File: src/design/vector3_fixed_point_alu_macros.svh
// Assertion macros shared by the vector ALU modules.
`ifndef VECTOR3_FIXED_POINT_ALU_MACROS_SVH
`define VECTOR3_FIXED_POINT_ALU_MACROS_SVH
`ifndef SYNTHESIS
`define VFA_ASSERT(lbl, prop, msg) \
  lbl: assert property (@(posedge clk) disable iff (rst) prop) else $error(msg);
`define VFA_ASSERT_NEXT(lbl, pre, post, msg) \
  lbl: assert property (@(posedge clk) disable iff (rst) pre |=> post) else $error(msg);
`else
`define VFA_ASSERT(lbl, prop, msg)
`define VFA_ASSERT_NEXT(lbl, pre, post, msg)
`endif
`endif

File: src/design/vfa_pkg.sv
// Types, constants and helper functions of the fixed-point vector ALU.
package vfa_pkg;
  localparam int FRAC_BITS   = 16;
  localparam int WORD_BITS   = 32;
  localparam int DATA_W      = 32;
  localparam int SAT_BITS    = (WORD_BITS > DATA_W) ? DATA_W : WORD_BITS;
  localparam int PROD_W      = 2 * DATA_W;
  localparam int MAG_W       = 2 * DATA_W;
  localparam int ROOT_W      = DATA_W;
  localparam int SQ_STAGES   = ROOT_W;
  localparam int DIVD_W      = DATA_W + FRAC_BITS;
  localparam int QUEUE_DEPTH = 4;
  localparam int QPTR_W      = $clog2(QUEUE_DEPTH);

  localparam logic [MAG_W-1:0] MAX_POS = MAG_W'((65'd1 << (SAT_BITS - 1)) - 65'd1);
  localparam logic [MAG_W-1:0] MAX_NEG = MAG_W'(65'd1 << (SAT_BITS - 1));

  localparam logic [1:0] ST_OK   = 2'd0;
  localparam logic [1:0] ST_SAT  = 2'd1;
  localparam logic [1:0] ST_DIV0 = 2'd2;

  typedef enum logic [3:0] {
    OP_ADD   = 4'd0,
    OP_SUB   = 4'd1,
    OP_SCALE = 4'd2,
    OP_DIV   = 4'd3,
    OP_DOT   = 4'd4,
    OP_CROSS = 4'd5,
    OP_PROD  = 4'd6,
    OP_NORM  = 4'd7,
    OP_LEN   = 4'd8,
    OP_LENSQ = 4'd9,
    OP_EQ    = 4'd10,
    OP_NOP   = 4'd11
  } op_t;

  typedef struct packed {
    op_t                     op;
    logic [2:0][DATA_W-1:0]  a;
    logic [2:0][DATA_W-1:0]  b;
    logic [DATA_W-1:0]       s;
  } item_t;

  typedef struct packed {
    op_t                     op;
    logic [2:0][DATA_W-1:0]  a;
    logic [DATA_W-1:0]       s;
    logic [2:0][DATA_W-1:0]  res;
    logic                    eq;
    logic [1:0]              st;
    logic                    rzero;
  } tok_t;

  typedef struct packed {
    logic              sat;
    logic [DATA_W-1:0] val;
  } fin_t;

  function automatic logic [DATA_W-1:0] mag_of(input logic [DATA_W-1:0] v);
    return v[DATA_W-1] ? ('0 - v) : v;
  endfunction

  // Clamps a sign and magnitude to the signed result range.
  function automatic fin_t finish(input logic neg, input logic [MAG_W-1:0] mag);
    fin_t              f;
    logic [MAG_W-1:0]  m;
    logic [DATA_W-1:0] lo;
    m = mag;
    f.sat = 1'b0;
    if (!neg && mag > MAX_POS) begin
      m = MAX_POS;
      f.sat = 1'b1;
    end
    if (neg && mag > MAX_NEG) begin
      m = MAX_NEG;
      f.sat = 1'b1;
    end
    lo = m[DATA_W-1:0];
    f.val = neg ? ('0 - lo) : lo;
    return f;
  endfunction
endpackage

File: src/design/vfa_queue.sv
// Short queue between the classifying front and the execution pipeline.
`include "vector3_fixed_point_alu_macros.svh"
module vfa_queue import vfa_pkg::*; (
  input  logic  clk,
  input  logic  rst,
  input  logic  push,
  input  item_t item,
  input  logic  pop,
  output item_t head,
  output logic  empty,
  output logic  full
);
  item_t             mem [QUEUE_DEPTH];
  logic [QPTR_W-1:0] wptr;
  logic [QPTR_W-1:0] rptr;
  logic [QPTR_W:0]   count;

  always_ff @(posedge clk) begin
    if (rst) begin
      wptr  <= '0;
      rptr  <= '0;
      count <= '0;
    end else begin
      if (push) wptr <= wptr + 1'b1;
      if (pop) rptr <= rptr + 1'b1;
      count <= count + (QPTR_W+1)'(push) - (QPTR_W+1)'(pop);
    end
  end

  always_ff @(posedge clk) begin
    if (push) mem[wptr] <= item;
  end

  assign head  = mem[rptr];
  assign empty = (count == '0);
  assign full  = (count == (QPTR_W+1)'(QUEUE_DEPTH));

  `VFA_ASSERT(a_no_overflow, push |-> !full, "queue written while full")
  `VFA_ASSERT(a_no_underflow, pop |-> !empty, "queue read while empty")
  `VFA_ASSERT(a_count_range, count <= (QPTR_W+1)'(QUEUE_DEPTH), "queue count out of range")
endmodule

File: config.mk
export PLATFORM = sky130hd
export DESIGN_NAME = vfa_queue
export DESIGN_NICKNAME = d
export VERILOG_FILES = /design/src/design/vfa_pkg.sv /design/src/design/vfa_queue.sv
export VERILOG_INCLUDE_DIRS = /design/src /design/src/design
export SDC_FILE = /design/constraint.sdc
export NUM_CORES = 1
export LEC_CHECK = 0
export ABC_AREA = 0
export BUFFER_PORTS_ARGS = -buffer_cell sky130_fd_sc_hd__clkbuf_2
export CAP_MARGIN = 40
export CORE_UTILIZATION = 57
export DETAILED_ROUTE_END_ITERATION = 8
export PLACE_DENSITY = 0.87
export SLEW_MARGIN = 10
export SYNTH_ARGS = -nofsm -noshare
export SYNTH_HDL_FRONTEND = slang
export SYNTH_SLANG_ARGS = --single-unit
export TNS_END_PERCENT = 50
File: constraint.sdc
create_clock -name clk -period 10.7 [get_ports clk]
set_clock_uncertainty 0.2 [all_clocks]
set_input_delay 2.14 -clock clk [delete_from_list [all_inputs] [get_ports clk]]
set_output_delay 2.14 -clock clk [all_outputs]
set_load 0.1 [all_outputs]
==> results.cfg, run 1 <==
[placed_design]
dp_hpwl_um = 41900
dp_slack_ps = 5710
routabilityCongestion = 0.787
port-buffer-count = 461

[finish]
multi_input_area_sq_mm = 0.00538
seqCellArea_sq_mm = 0.0276
finalNetCount = 1998
fillers = 3406
drive_gt1_share_pct = 46.3
syn_to_final_growth_pct = 17.4
fin_util_pct = 68.1

[clock_tree]
holdBufCountCts = 0
ctsResizeCount = 0
cts-root-buf = clkbuf_16
cts_buffers = 88
h-tree-depth = 3
clk_path_buf_depth = 3
cts.clk_slew.worst_paths_ps = 60
clkLatencyLatePin_ps = 610
post_cts_buffers = 0
cts_tree = yes
cts.sinks = 921

[global_route]
antenna_found_initial = 10
grt_remaining_overflow = 0
grt_start_max_net_pins = 123
grt_usage_pct = 24.4
grt_pass1_vias = 16587
grt_pass1_wl_um = 106000

[power_and_ir_drop]
vdd_drop_max_uv = 192
p_total_w = 0.00881
power.density_mw_per_mm2 = 223
p_leak_nw = 13.3

[logic_synthesis]
syn_area_sq_mm = 0.0336
synth-async-reset-ratio_pct = 0
postSynthAreaPerCell_sq_um = 27.2
synth_flop_cell = edfxtp_1
ys_seq_area_share_pct = 82.1
synth-seq-cells = 921
synth_fp_nets = 1472
yosysUniqueCellTypes = 22
synth_edf_count = 912
synth_cells = 1233
yosys_warnings = 0

[floorplan]
die_w_um = 245
die_area_sq_mm = 0.0599
ios = 462
start_util_pct = 58.0
core_sq_mm = 0.0579
rows = 88
die_h_um = 245

[critical_path]
rrSetupSlack_ps = 7690
critPathLaunchType = register
cp.arrival_ps = 3290
critPathBufInv = 2
crit_slowest_cell = dfxtp_4
crit_family = buffers and inverters
timing.rr.end = mem[2][40]
crit_type = reg -> out
cp_cell_sequence = buf_12 > mux4_2 > clkbuf_2
endpoint = head[42]
endpoint_kind = output port
path_depth = 3
critPathRequiredTime_ps = 8360
critPathMaxFanout = 104
max_stage_delay_ps = 760
reg2reg_from = wptr[0]
rr_worst_depth = 7

[detailed_routing]
drc = 0
avgViaCountPerCell = 5.93
wl_um = 72400
ant_nets = 0
drt_iter0_drc = 1289
vias = 15412
drtPass1Iterations = 7
routedWlPerCell_um = 27.8

[timing]
fmax_ghz = 0.178
finalCritPeriodShare_pct = 52.6
tightest_slew_ps = 974
maxSlewViolCount = 0
hold_viol_final = 0
period_needed_ps = 5630
fin_tns_setup_ps = 0
setup_viol = 0
maxSlewHeadroom_pct = 35.0
worst_slack_ps = 5070
rsz0062_at_grt = no

[hold_path]
hold_class = reg -> reg

[run_status]
status = finished clean

[flow_run]
max_cap_viol_count = 0
-- layout by cell type (no fill, tap or decap), types with 4 or more instances in the layout --
cell type,synthesis,routed
nor2_1,5,5
clkbuf_2,0,461
clkinv_1,0,17
buf_12,24,6
mux4_2,228,228
ha_1,6,6
dfxtp_1,9,7
buf_4,0,11
clkinv_2,0,16
edfxtp_1,912,912
clkinvlp_4,0,7
inv_1,6,6
bufinv_16,0,7
clkbuf_1,2,17
and2_4,0,4
clkbuf_16,0,88
diode_2,0,8
buf_16,0,9
-- worst reg2reg max path, cell delays in order, from the launching register on --
cell	delay (ps)
dfxtp_1	350
inv_1	100
ha_1	160
and2_4	460
buf_4	390
buf_16	310
buf_4	330
buf_16	280
-- area by class of cell --
cell class | count | area share, %
flip-flops and latches | 921 | 69.9
multi-input cells | 255 | 13.6
repair buffers | 487 | 6.99
clock buffers | 105 | 5.75
well taps | 765 | 2.43
clock inverters | 52 | 1.16
inverters | 6 | 0.0571
diodes | 8 | 0.0508
-- sequential cells by signal, summed over array words and instances (netlist names), named ones only --
| name | count |
|---|---|
| mem | 912 |
| count | 3 |
| rptr | 2 |
| wptr | 2 |
-- where the power goes --
group	internal, W	leakage (nW)	total, W	switching (W)
sequential	0.00415	8.45	0.00421	0.0000584
clock	0.00168	1.32	0.00296	0.00128
combinational	0.000327	3.51	0.00164	0.00131
total	0.00616	13.3	0.00881	0.00265
-- metal layers --
metal	part of all wire, %	GRT usage, %
met3	8.3	5.94
met1	35	29.3
met4	2.6	8.53
met5	0.019	0
met2	54	42.9
-- cells in the mapped netlist (2+ instances only) --
master,number,area share [%]
and2_1,4,0.074
buf_12,24,1.4
buf_2,23,0.34
clkbuf_1,2,0.022
dfxtp_1,9,0.54
edfxtp_1,912,82
ha_1,6,0.22
inv_1,6,0.067
mux4_2,228,15
nor2_1,5,0.056
nor2b_1,2,0.037
xnor2_1,2,0.052
-- stage by stage --
step                      instance area [sq um]  cells  hold WS [ps]
after floorplan                           33600   1233           292
after global placement                    36400   2423           333
after detailed placement                  36700   2434           347
after CTS                                 39400   2591           365
after global routing                      39400   2598           409
final                                     39400   2599           371
-- kinds of logic after synthesis --
logic type	after synthesis	synth area share, %
DFF	921	82.1
muxes	229	15.3
buffers and inverters	57	1.94
and+or+nand+nor	14	0.223
adders and majority gates	7	0.283
xor gates and xnor gates	3	0.123
AOI/OAI and AO/OA	2	0.0447
-- worst min-delay path by stage --
| stage | start | end | slack (ps) | cells after the start |
|---|---|---|---|---|
| after floorplan | rptr[1] | register | 290 | 2 |
| final | wptr[1] | wptr[1] | 370 | 2 |
| after global placement | wptr[1] | wptr[1] | 330 | 2 |
| after detailed placement | rptr[0] | register | 350 | 2 |
| after CTS | wptr[1] | wptr[1] | 360 | 2 |
| after global routing | wptr[0] | wptr[0] | 410 | 2 |
No activity file was read; power rests on OpenSTA's default activity.
==> run 2, diff against run 1 <==
- clock period: 10.7 -> 5.47 ns (I/O delays scaled with it)
==> results.cfg, run 2 (synthesis results as in run 1) <==
[detailed_routing]
drc = 0
drt_iter0_drc = 1460
wl_um = 73700
avgViaCountPerCell = 5.97
drtPass1Iterations = 5
ant_nets = 0
vias = 15618
routedWlPerCell_um = 28.2

[floorplan]
start_util_pct = 58.0
ios = 462
die_h_um = 245
die_w_um = 245
die_area_sq_mm = 0.0599
core_sq_mm = 0.0579
rows = 88

[critical_path]
critPathLaunchType = register
critPathMaxFanout = 25
reg2reg_from = wptr[1]
timing.rr.end = mem[1][18]
critPathRequiredTime_ps = 4180
rrSetupSlack_ps = 3090
rr_worst_depth = 4
crit_type = reg -> out
endpoint_kind = output port
cp.arrival_ps = 2920

[clock_tree]
clkLatencyLatePin_ps = 610
cts-root-buf = clkbuf_16
cts_buffers = 88
h-tree-depth = 3
holdBufCountCts = 0
cts.clk_slew.worst_paths_ps = 60
clk_path_buf_depth = 3
post_cts_buffers = 0
cts_tree = yes
cts.sinks = 921
ctsResizeCount = 0

[placed_design]
dp_slack_ps = 1840
routabilityCongestion = 0.788
port-buffer-count = 461
dp_hpwl_um = 44200
placed_cells = 2448

[hold_path]
hold_depth = 2
hold_class = reg -> reg
min_from = rptr[1]

[finish]
top_register = mem
final_cell_count_no_fill = 2614
drive_gt1_share_pct = 46.7
largest_reg_flops = 912
finalNetCount = 2012
final_cell_mix = 912 x edfxtp_1, 461 x clkbuf_2, 228 x mux4_2, 91 x clkbuf_16, 24 x buf_4
layout_commonest_cell = edfxtp_1
reg.largest.list = mem: 912 flops, count: 3 flops
syn_to_final_growth_pct = 17.9
fin_util_pct = 68.4

[timing]
finalCritPeriodShare_pct = 77.0
worst_slack_ps = 1260
fmax_ghz = 0.237
maxSlewHeadroom_pct = 45.6
hold_viol_final = 0
tightest_slew_ps = 816
maxSlewViolCount = 0
setup_viol = 0
hold_slack_ps = 351
period_needed_ps = 4210
rsz0062_at_grt = no

[global_route]
grt_usage_pct = 24.9
grt_start_max_net_pins = 66
antenna_found_initial = 10
grt_remaining_overflow = 0
grt_pass1_vias = 16755
grt_pass1_wl_um = 107000

[power_and_ir_drop]
p_total_w = 0.0175
p_leak_nw = 13.4
power.density_mw_per_mm2 = 441
vdd_drop_max_uv = 374

[flow_run]
max_cap_viol_count = 0

[run_status]
status = finished clean
[run 2: cell count changes in the layout (fill, tap and decap cells not counted), sizes merged, moves of 2 or more]
cell	change
buf	+14
clkbuf	+3
clkinv	-5
inv	+2
[run 2: critical path: stages, from the launching register on]
cell and delay (ps):
dfxtp_4 680, buf_12 300, buf_4 320, mux4_2 560, clkbuf_2 390
[run 2: per-layer routing]
| layer | up-vias | share of wire, % | global-route usage [%] |
|---|---|---|---|
| met2 | 830 | 53 | 42.9 |
| met4 | 6 | 4.1 | 10.7 |
| met5 | - | 0.061 | 0 |
| met1 | 8144 | 35 | 29.7 |
| met3 | 171 | 7.9 | 6.35 |
| li1 | 6467 | - | - |
[run 2: cell type report]
class	instances	area (sq um)
clock buffers	108	2340
well taps	765	957
multi-input cells	255	5380
diodes	7	17.5
clock inverters	51	509
repair buffers	501	2810
fillers	3387	18300
inverters	6	22.5
flip-flops and latches	921	27600
[run 2: metrics by stage]
step	cell area [sq um]	setup TNS [ps]
after floorplan	33600	-730470
after global placement	36700	0
after detailed placement	36700	0
after CTS	39600	0
after global routing	39600	0
final	39600	0
[run 2: where the power goes]
| group | switching (W) | leakage [nW] | internal [W] |
|---|---|---|---|
| logic | 0.00258 | 3.56 | 0.000653 |
| clock network | 0.00256 | 1.37 | 0.00344 |
| registers | 0.000114 | 8.45 | 0.00812 |
| total | 0.00526 | 13.4 | 0.0122 |
[run 2: how the worst max path moves through the flow]
stage,to,cells past startpoint
2_1_floorplan,mem[1][0],1
3_3_place_gp,head[103],4
3_5_place_dp,head[57],4
4_1_cts,head[180],4
5_1_grt,head[180],4
6_report,head[180],4
==> run 3, diff against run 2 <==
- clock period: 5.47 -> 3.9 ns (I/O delays scaled with it)
==> results.cfg, run 3 (synthesis results as in run 1) <==
[detailed_routing]
wl_um = 73200
ant_nets = 0
avgViaCountPerCell = 5.96
vias = 15591
drt_iter0_drc = 1200
routedWlPerCell_um = 28.0
drtPass1Iterations = 5
drc = 0

[floorplan]
die_h_um = 245
core_sq_mm = 0.0579
die_w_um = 245
rows = 88
start_util_pct = 58.0
ios = 462
die_area_sq_mm = 0.0599

[timing]
hold_slack_ps = 173
fmax_ghz = 0.273
period_needed_ps = 3660
fin_tns_setup_ps = 0
finalCritPeriodShare_pct = 93.9
rsz0062_at_grt = no
hold_viol_final = 0
tightest_slew_ps = 726
maxSlewViolCount = 0
maxSlewHeadroom_pct = 51.6
setup_viol = 0

[hold_path]
hold_class = in -> reg
hold_depth = 1
min_from = item[68]
hold_end = mem[3][68]

[critical_path]
critPathRequiredTime_ps = 2920
endpoint_kind = output port
critPathLaunchType = register
rr_worst_depth = 4
crit_type = reg -> out
cp.arrival_ps = 2680
timing.rr.end = mem[2][67]
critPathMaxFanout = 26
reg2reg_from = wptr[0]
rrSetupSlack_ps = 1690

[finish]
drive_gt1_share_pct = 46.4
finish.instance_area_sq_mm = 0.0396
top_register = mem
finalNetCount = 2010
layout_commonest_cell = edfxtp_1
syn_to_final_growth_pct = 17.9
largest_reg_flops = 912
reg.largest.list = mem: 912 flops, count: 3 flops
fin_util_pct = 68.4
final_cell_mix = 912 x edfxtp_1, 461 x clkbuf_2, 228 x mux4_2, 90 x clkbuf_16, 26 x clkinv_1

[power_and_ir_drop]
p_leak_nw = 13.4
power.density_mw_per_mm2 = 612
vdd_drop_max_uv = 526
p_total_w = 0.0243

[placed_design]
dp_hpwl_um = 44300
routabilityCongestion = 0.856
place_area_sq_mm = 0.0368
port-buffer-count = 461

[clock_tree]
cts_buffers = 89
clk_path_buf_depth = 3
cts-root-buf = clkbuf_16
clkLatencyLatePin_ps = 610
cts.clk_slew.worst_paths_ps = 60
holdBufCountCts = 0
h-tree-depth = 3
cts.sinks = 921
post_cts_buffers = 0
cts_tree = yes
ctsResizeCount = 0

[global_route]
grt_pass1_vias = 16803
grt_remaining_overflow = 0
grt_usage_pct = 24.5
antenna_found_initial = 12
grt_pass1_wl_um = 106000
grt_start_max_net_pins = 92

[flow_run]
max_cap_viol_count = 0

[run_status]
status = finished clean
==> run 3: worst max-delay path: stages (launching register included) <==
cell      delay [ps]
dfxtp_4          450
buf_12           260
buf_4            350
mux4_2           590
clkbuf_2         400
==> run 3: how the worst max path moves through the flow <==
stage          slack, ps  cells past startpoint        end
4_1_cts              170                      4   head[87]
2_1_floorplan       -310                      1  mem[3][0]
3_3_place_gp         910                      4   head[94]
3_5_place_dp         870                      4   head[71]
6_report             240                      4   head[71]
5_1_grt              110                      4   head[87]
==> run 3: routing by layer <==
metal,wire length [um],global-route usage [%],up-vias
li1,-,-,6472
met1,25000,28.7,8111
met2,38500,42.0,806
met3,6210,6.30,196
met4,3440,12.4,6
met5,41,0,-
==> run 3: through the flow <==
step,worst slack (ps),std cells
after floorplan,-309,1233
after global placement,906,2444
after detailed placement,868,2445
after CTS,172,2606
after global routing,106,2614
final,238,2615
==> run 3: report_power, final <==
group / internal, W / total [W] / switching [W]
combinational: 0.000923 / 0.00457 / 0.00364
clock: 0.00458 / 0.00818 / 0.00359
sequential: 0.0114 / 0.0115 / 0.000135
total: 0.0169 / 0.0243 / 0.00737
==> run 3: layout make-up <==
| type | instances | area, sq um |
|---|---|---|
| Antenna cell | 9 | 22.5 |
| Clock buffer | 104 | 2300 |
| Clock inverter | 57 | 452 |
| Fill cell | 3361 | 18300 |
| Inverter | 6 | 22.5 |
| Multi-Input combinational cell | 255 | 5380 |
| Sequential cell | 921 | 27600 |
| Tap cell | 765 | 957 |
| Timing Repair Buffer | 498 | 2900 |
